`config.mk`:
```
export PLATFORM = sky130hd
export DESIGN_NAME = ihm_front
export DESIGN_NICKNAME = d
export VERILOG_FILES = /design/src/hw/rtl/ihm_pkg.sv /design/src/hw/rtl/ihm_front.sv
export SDC_FILE = /design/constraint.sdc
export NUM_CORES = 1
export LEC_CHECK = 0
export BUFFER_PORTS_ARGS = -buffer_cell sky130_fd_sc_hd__buf_4
export CORE_MARGIN = 8
export CORE_UTILIZATION = 47
export DETAILED_ROUTE_END_ITERATION = 10
export PLACE_DENSITY = 0.84
export SLEW_MARGIN = 40
export SYNTH_ARGS = -nofsm -noshare
export SYNTH_HDL_FRONTEND = slang
export SYNTH_SLANG_ARGS = --single-unit
export TNS_END_PERCENT = 100
```
`constraint.sdc`:
```
create_clock -name clk_i -period 4.5 [get_ports clk_i]
set_input_delay 0.675 -clock clk_i [delete_from_list [all_inputs] [get_ports clk_i]]
set_output_delay 0.675 -clock clk_i [all_outputs]
set_load 0.005 [all_outputs]
```
`src/hw/rtl/ihm_pkg.sv`:
```
// types, constants and codes shared by the interval histogram monitor
`timescale 1ns / 1ps
`default_nettype none
package ihm_pkg;

  localparam int unsigned NUM_BINS = 1024;
  localparam int unsigned BIN_AW   = $clog2(NUM_BINS);
  localparam int unsigned BIN_CW   = 32;
  localparam int unsigned BIN_SW   = 64;
  localparam int unsigned BIN_DW   = BIN_CW + BIN_SW;
  localparam int unsigned CNT_W    = 40;
  localparam int unsigned CFG_W    = 32;

  localparam logic [1:0] OP_START  = 2'd0;
  localparam logic [1:0] OP_SAMPLE = 2'd1;
  localparam logic [1:0] OP_READ   = 2'd2;

  localparam logic CFG_CYCLES_PER_BIN = 1'b0;
  localparam logic CFG_BINS_IN_USE    = 1'b1;

  localparam logic [31:0] CYCLES_PER_BIN_RST = 32'd1000;
  localparam logic [10:0] BINS_IN_USE_RST    = 11'd1024;

  localparam logic [CNT_W-1:0]  CNT_MAX     = {CNT_W{1'b1}};
  localparam logic [BIN_CW-1:0] BIN_CNT_MAX = {BIN_CW{1'b1}};

  typedef enum logic [1:0] {
    K_START,
    K_SAMPLE,
    K_READ,
    K_NONE
  } kind_e;

  typedef struct packed {
    logic [1:0]  op;
    logic [63:0] timestamp;
    logic [9:0]  read_bin;
  } in_t;

  typedef struct packed {
    kind_e       kind;
    logic [63:0] timestamp;
    logic [9:0]  read_bin;
  } cmd_t;

  typedef struct packed {
    logic [39:0] sample_count;
    logic [63:0] min_delta;
    logic [39:0] min_index;
    logic [63:0] max_delta;
    logic [39:0] max_index;
    logic [63:0] delta_total;
    logic [63:0] mean_delta;
    logic [9:0]  bin_index;
    logic [31:0] bin_count;
    logic [63:0] bin_sum;
  } out_t;

endpackage
`default_nettype wire

```
`src/hw/rtl/ihm_front.sv`:
```
// input queue and op decode
`timescale 1ns / 1ps
`default_nettype none
module ihm_front (
  input  wire logic         clk_i,
  input  wire logic         rst_ni,
  input  wire logic         push,
  output logic              full,
  input  wire ihm_pkg::in_t in_item_i,
  output logic              cmd_valid_o,
  input  wire logic         cmd_pop_i,
  output ihm_pkg::cmd_t     cmd_o
);

  ihm_pkg::in_t ent_q [2];
  logic         wp_q, rp_q;
  logic [1:0]   cnt_q;
  logic         do_push, do_pop;

  assign full        = (cnt_q == 2'd2);
  assign cmd_valid_o = (cnt_q != 2'd0);
  assign do_push     = push && !full;
  assign do_pop      = cmd_pop_i && cmd_valid_o;

  always_comb begin
    cmd_o.timestamp = ent_q[rp_q].timestamp;
    cmd_o.read_bin  = ent_q[rp_q].read_bin;
    case (ent_q[rp_q].op)
      ihm_pkg::OP_START:  cmd_o.kind = ihm_pkg::K_START;
      ihm_pkg::OP_SAMPLE: cmd_o.kind = ihm_pkg::K_SAMPLE;
      ihm_pkg::OP_READ:   cmd_o.kind = ihm_pkg::K_READ;
      default:            cmd_o.kind = ihm_pkg::K_NONE;
    endcase
  end

  always_ff @(posedge clk_i) begin
    if (do_push) begin
      ent_q[wp_q] <= in_item_i;
    end
  end

  always_ff @(posedge clk_i or negedge rst_ni) begin
    if (!rst_ni) begin
      wp_q  <= 1'b0;
      rp_q  <= 1'b0;
      cnt_q <= 2'd0;
    end else begin
      if (do_push) wp_q <= ~wp_q;
      if (do_pop)  rp_q <= ~rp_q;
      cnt_q <= cnt_q + 2'(do_push) - 2'(do_pop);
    end
  end

endmodule
`default_nettype wire

```
### Word level (Yosys, flattened, before mapping)

Memories as Yosys holds them, arrays and structs flattened.
Cells that the tools add are included.

| storage, ports and cells | value |
|---|---|
| logic and storage cells | 19 |
| bits in writable memories | 152 |
| memories | 1 |
| output and inout port bits | 78 |
| flip-flop bits (word level) | 4 |

| operators by class | value |
|---|---|
| multiplexer cells | 3 |
| reduce and logical (&&, ||, !) cells | 5 |
| bitwise operators | 2 |
| add/subtract/negate cells | 2 |
| equal/unequal tests | 3 |

Memories:

| memory | words | bits a word | rd ports | clocked after memory_dff | write ports | RTL line | text |
|---|---|---|---|---|---|---|---|
| ent_q | 2 | 76 | 1 | 0 | 1 | ihm_front.sv:15 | `ihm_pkg::in_t ent_q [2];` |

Operators by type and width:

| cell | count |
|---|---|
| one-hot mux 2 bit (3 select lines) | 1 |
| equality test 2 bit (second input constant) | 2 |
| adder 2 x 1 -> 2 bit | 1 |
| equality test 2 x 1 -> 1 bit (second input constant) | 1 |
| logical AND 1 bit | 2 |
| logical NOT 2 bit | 1 |
| 2-to-1 mux 1 bit | 2 |
| inverter 1 bit | 2 |
| nonzero test 2 bit | 1 |
| subtractor 2 x 1 -> 2 bit | 1 |
| logical NOT 1 bit | 1 |

### Depth between registers and ports, before layout

Gate-level depths: netlist of run 1.

| logic depth | value |
|---|---|
| depth in word-level cells | 5 |
| depth in mapped cells | 7 |
| depth with buffers taken out | 7 |

### Worst setup path before layout of run 1

OpenSTA, ideal clock, no wires.

| timing path | value |
|---|---|
| path type | in2reg |
| start | in push |
| end | mem ent_q[0][0] in the netlist's numbering (enable) |
| data required time | 3.989 ns |
| path buffers | 0 |
| arrival | 3.941 ns |
| slack | 0.049 ns |
| stages | 2 |
| cells stage by stage | nand2_1 > nor2_1 |

| between the ends | value |
|---|---|
| cells in the longest elaborated chain, start to end | 3 |

RTL lines:

| element | RTL line | text |
|---|---|---|
| from (decl) | ihm_front.sv:7 | `input wire logic push,` |
| logical AND 1 bit | ihm_front.sv:22 | `assign do_push = push && !full;` |
| 2-to-1 mux 1 bit | ihm_front.sv:37 | `if (do_push) begin` |
| 2-to-1 mux 1 bit (implied by the code) | ihm_front.sv:38 | `ent_q[wp_q] <= in_item_i;` |
| to (decl) | ihm_front.sv:15 |  |

No other way between the ends.

==> results.yml, run 1 <==
status:
  status: "finished clean"
placement:
  io_buffers: 157
  place_ws_ns: 1.99
  gp_congestion: 0.692
  dp_hpwl_mm: 7.69
drt:
  final_antenna_net_count: 0
  avgViaCountPerCell: 4.71
  first_pass_iters: 4
  via_count: 2865
  drc_errors: 0
  wire_per_inst_um: 17.9
  first_iter_violations: 133
  finalWirelength_mm: 10.9
critical_path:
  critPathArrivalTime_ns: 2.25
  cp_num_buf_inv: 3
  path_max_fanout: 40
  critPathCaptureType: "primary output"
  start_kind: "flip-flop"
  cp_cell_sequence: "buf_12 > buf_4 > mux2_4 > buf_4"
  critical-path-slowest-cell: "dfrtp_4"
  required_ns: 3.83
  path_class: "flip-flop to primary output"
  critPathTopFamily: "flip-flops"
  cpMostUsedCell: "buf_4"
  slowest_delay_ns: 0.80
clock_tree:
  ctsLongestPathBuffers: 2
  clock-sinks: 156
  root_buffer: "clkbuf_16"
  cts_buffers: 17
  post_cts_buffers: 0
  htree_levels: 4
  cts_tree: "built"
  clock_latency_ns: 0.41
  clk_pin_slew_ns: 0.06
  cts_resized: 0
  hold_buffers: 0
yosys:
  synth_cells: 255
  synth_edf_count: 152
  synth_top_area_share_pct: 78.4
  ys.warnings.count: 0
  yosys_most_used_dff: "edfxtp_1"
  synthesis.area_um2: 5820
  yosys_register_bits: 156
  synth_cell_type_count: 17
  synth_nets: 337
  yosysMostFrequentCell: "edfxtp_1"
  netlist_top_cells_area: "edfxtp_1 78%, mux2_2 8.9%, mux2_4 7.7%"
  avgSynthCellArea_um2: 22.8
  ys_seq_area_share_pct: 80.1
  async_reset_ff_share_pct: 2.56
  synthTopCellsByCount: "152 x edfxtp_1, 46 x mux2_2, 30 x mux2_4"
  yosys.area.top_type: "edfxtp_1"
timing:
  maxSlewViolCount: 0
  setup_ws_ns: 1.58
  hold_ws_ns: 0.0446
  grt_setup_unrepaired: "false"
  tightest_slew_ns: 0.577
  slew_headroom_pct: 61.6
  final.period_utilization_pct: 64.9
  fin_setup_tns_ns: 0
  min_period_ns: 2.92
  fin_worst_skew_ns: 0.00715
  max_freq_mhz: 342
  setup_violations: 0
  hold_viol: 0
cells_and_area:
  fin_nets: 509
  syn2layout_area_growth_pct: 34.9
  final_core_util_pct: 65.1
  drive_above_1_share_pct: 61.6
  diodes: 0
die:
  std_cell_rows: 40
  dieArea_um2: 16200
  die_w_um: 127
  die_y_um: 127
  initial_core_util_pct: 48.3
  pin_count: 158
  core_area_um2: 12100
global_routing:
  top_usage_layer: "met2"
  met1_usage_pct: 14.2
  overflow: 0
  grt_max_degree: 45
  grt_pass1_wl_mm: 16.5
  gr-usage-all-layers_pct: 13.5
  use_met2_pct: 23.0
  first_global_vias: 3225
  grt_antenna_before_repair: 0
  met3_usage_pct: 6.07
pwr:
  vdd_drop_max_mv: 0.402
  power_density_nw_per_um2: 653
  leakage_nw: 3.04
flow_run:
  max_cap_violations: 0
min_path:
  worstHoldPathType: "input port to asynchronous set/reset pin"
[stage by stage]
step                      std cells  total power [mW]  instance area (um2)
after detailed placement        576              3.69                 7220
after floorplan                 255              2.98                 5820
after CTS                       608              5.20                 7850
after global placement          573              3.62                 7170
final                           608              5.12                 7850
after global routing            608              5.36                 7850
[registers in the layout (all words and copies together), names as in the netlist]
register	cells
cnt_q	2
wp_q	1
ent_q	152
rp_q	1
[path summary, 6_finish.rpt]
check,start,to,slack (ns),depth (start not counted)
max,rp_q,cmd_o[51],1.58,4
min,rst_ni,rp_q,0.04,1
max reg2reg,cnt_q[1],cnt_q[1],2.70,7
min reg2reg,cnt_q[1],cnt_q[1],0.51,1
max in group asynchronous,rst_ni,rp_q,4.34,1
min in group clk_i,in_item_i[24],ent_q[1][24],0.45,1
[cell families (layout without fill, tap and decap cells)]
group	Yosys count	count (layout)	synth area share, %
xor gates and xnor gates	4	4	0.602
DFF	156	156	80.1
and+or+nand+nor	6	6	0.559
adders and majority gates	2	2	0.430
muxes	76	76	16.6
buffers and inverters	11	196	1.63
[placed cells by master, fill, tap and decap left out]
master	netlist	final
buf_4	0	158
edfxtp_1	152	152
mux2_2	46	46
mux2_4	30	30
clkbuf_16	0	17
bufinv_16	0	5
clkinv_2	0	4
xnor2_1	3	3
dfrtp_1	4	3
buf_12	0	3
inv_1	2	2
ha_1	2	2
clkinvlp_4	0	2
clkbuf_1	0	2
nand2b_1	1	1
nand2_1	1	1
and3_4	0	1
nor2_4	0	1
or2_2	1	1
and2_1	1	1
xor2_1	1	1
clkinv_1	0	1
clkinv_4	0	1
buf_8	3	1
dfrtp_4	0	1
[cell type report]
class / instances / area, um2
multi-input combinational: 88 / 1070
inverter: 2 / 7.51
fill: 822 / 4210
clock inverter: 13 / 198
tap: 168 / 210
sequential: 156 / 4670
clock buffer: 19 / 433
timing repair buffer: 162 / 1260
[report_power, final]
part / internal (mW) / leakage, nW / total, mW / switching [mW]
combinational: 0.887 / 1.28 / 1.48 / 0.592
sequential: 1.99 / 1.46 / 2.14 / 0.154
clock: 0.978 / 0.304 / 1.50 / 0.524
[per-layer routing]
layer  share of wire, %  wire, um  vias to the layer above
li1                   -         -                     1351
met1                 39      4280                     1397
met2                 51      5610                      105
met3                8.0       866                       12
met4                1.3       138                        0
met5                  0         0                        -
Note: power is estimated with default switching activity, not from simulation.
==> inputs of run 2 (changes only) <==
==> constraint.sdc (replaced) <==
create_clock -name clk_i -period 2.6 [get_ports clk_i]
set_input_delay 0.39 -clock clk_i [delete_from_list [all_inputs] [get_ports clk_i]]
set_output_delay 0.39 -clock clk_i [all_outputs]
set_load 0.005 [all_outputs]
==> run 2 against run 1 <==
Against the previous run: final area fell by 0.78%; core utilization is 0.51 points lower; hold slack gained 0.11 ns; register-to-register slack got worse by 1.9 ns; die area stayed put; critical path depth shrank 1; global-route usage increased by 0.45 points; non-clock buffer count grew 2; flip-flop and latch count unchanged; via count up 1.6%; largest cell class unchanged.
==> results.yml, run 2 (same netlist as run 1, synthesis figures left out) <==
critical_path:
  cp_num_cells: 3
  rr_worst_depth: 7
  critPathArrivalTime_ns: 1.86
  cp_cell_sequence: "buf_12 > mux2_2 > buf_4"
  path_max_fanout: 34
  critPathTopFamily: "flip-flops"
  critical-path-slowest-cell: "dfrtp_4"
  start_kind: "flip-flop"
  slowest_delay_ns: 0.64
  critPathCaptureType: "primary output"
  path_class: "flip-flop to primary output"
  required_ns: 2.21
  cp_num_buf_inv: 2
timing:
  min_period_ns: 2.25
  setup_ws_ns: 0.348
  fin_setup_tns_ns: 0
  max_freq_mhz: 444
  final.period_utilization_pct: 86.6
  maxSlewViolCount: 0
  slew_headroom_pct: 62.9
  fin_worst_skew_ns: 0.00725
  tightest_slew_ns: 0.557
  grt_setup_unrepaired: "false"
  setup_violations: 0
  hold_viol: 0
cells_and_area:
  layout_common_cells: "160 x buf_4, 152 x edfxtp_1, 46 x mux2_2"
  fill_cells: 822
  regMostFlops: "ent_q"
  diodes: 0
  multi_input_area_um2: 1070
  largest_register_ffs: 152
  reg_top3: "ent_q x152, cnt_q x2"
  drive_above_1_share_pct: 61.5
  syn2layout_area_growth_pct: 33.8
  fin_cells: 610
  layout_commonest_cell: "buf_4"
  seqCellArea_um2: 4670
  fin_nets: 511
pwr:
  seqPwrFrac_pct: 42.6
  vdd_drop_max_mv: 0.660
  swShare_pct: 25.8
  p_clk_share_pct: 26.7
  leakage_nw: 3.00
  internal-power_mw: 6.39
  comb_power_share_pct: 30.7
  power_density_nw_per_um2: 1100
  p_sw_mw: 2.22
clock_tree:
  clock_latency_ns: 0.41
  cts_buffers: 17
  ctsLongestPathBuffers: 2
  htree_levels: 4
  cts_tree: "built"
  clk_pin_slew_ns: 0.06
  post_cts_buffers: 0
  root_buffer: "clkbuf_16"
  clock-sinks: 156
global_routing:
  grt_pass1_wl_mm: 17.0
  gr-usage-all-layers_pct: 14.0
  overflow: 0
  grt_max_degree: 42
  grt_antenna_before_repair: 0
  first_global_vias: 3292
die:
  pin_count: 158
  die_w_um: 127
  dieArea_um2: 16200
  std_cell_rows: 40
  die_y_um: 127
  core_area_um2: 12100
  initial_core_util_pct: 48.3
min_path:
  hold_depth: 1
  worstHoldPathType: "input port to flip-flop"
placement:
  dp_hpwl_mm: 7.82
  gp_congestion: 0.680
  place_ws_ns: 0.769
  dp.cells: 577
  io_buffers: 157
drt:
  avgViaCountPerCell: 4.77
  wire_per_inst_um: 18.2
  finalWirelength_mm: 11.1
  first_pass_iters: 4
  drc_errors: 0
  via_count: 2911
  final_antenna_net_count: 0
  first_iter_violations: 188
flow_run:
  max_cap_violations: 0
status:
  status: "finished clean"
[run 2: cell types whose count changed in the layout (fill, tap and decap cells not counted), sizes merged]
| cell | change |
|---|---|
| dlygate4sd3 | +1 |
| bufinv | -3 |
| clkinvlp | +3 |
| buf | +1 |
[run 2: power groups by stage]
stage | combinational [mW] | sequential [mW] | clock, mW
finish | 2.64 | 3.66 | 2.30
global route | 2.83 | 3.71 | 2.44
CTS | 2.71 | 3.67 | 2.35
detailed placement | 2.69 | 3.72 | 0
global placement | 2.65 | 3.68 | 0
floorplan | 1.54 | 3.60 | 0
[run 2: final cells by class]
| class | count | area share, % |
|---|---|---|
| Sequential cell | 156 | 59.9 |
| Timing Repair Buffer | 164 | 16.3 |
| Multi-Input combinational cell | 88 | 13.8 |
| Clock buffer | 19 | 5.56 |
| Tap cell | 168 | 2.70 |
| Clock inverter | 13 | 1.62 |
| Inverter | 2 | 0.0964 |
[run 2: worst paths after layout]
kind | from | endpoint | slack, ns
min | in_item_i[33] | ent_q[0][33] | 0.16
max reg2reg | cnt_q[1] | cnt_q[1] | 0.80
max | rp_q | cmd_o[11] | 0.35
min in group asynchronous | rst_ni | cnt_q[0] | 0.35
min reg2reg | cnt_q[1] | cnt_q[1] | 0.50
max in group asynchronous | rst_ni | rp_q | 2.13
[run 2: stage by stage]
step | util (%) | power [mW] | area [um2] | hold WS, ns
3_5_place_dp | 59.9 | 6.41 | 7220 | 0.192
5_1_grt | 64.6 | 8.99 | 7790 | 0.136
6_report | 64.6 | 8.60 | 7790 | 0.156
4_1_cts | 64.6 | 8.73 | 7790 | 0.135
3_3_place_gp | 59.9 | 6.32 | 7220 | 0.191
2_1_floorplan | - | 5.13 | 5830 | 0.0944
[run 2: timing repair]
item,CTS,global route
gates resized for setup,0,0
hold buffers,1,0
endpoints found under the hold margin,4,0
[run 2: layer usage]
layer  routed length (um)  share of wire [%]  global-route usage (%)
met5                    0                  0                       0
met2                 5720                 52                    24.3
met1                 4240                 38                    14.0
met4                  187                1.7                    6.16
met3                  933                8.4                    6.61
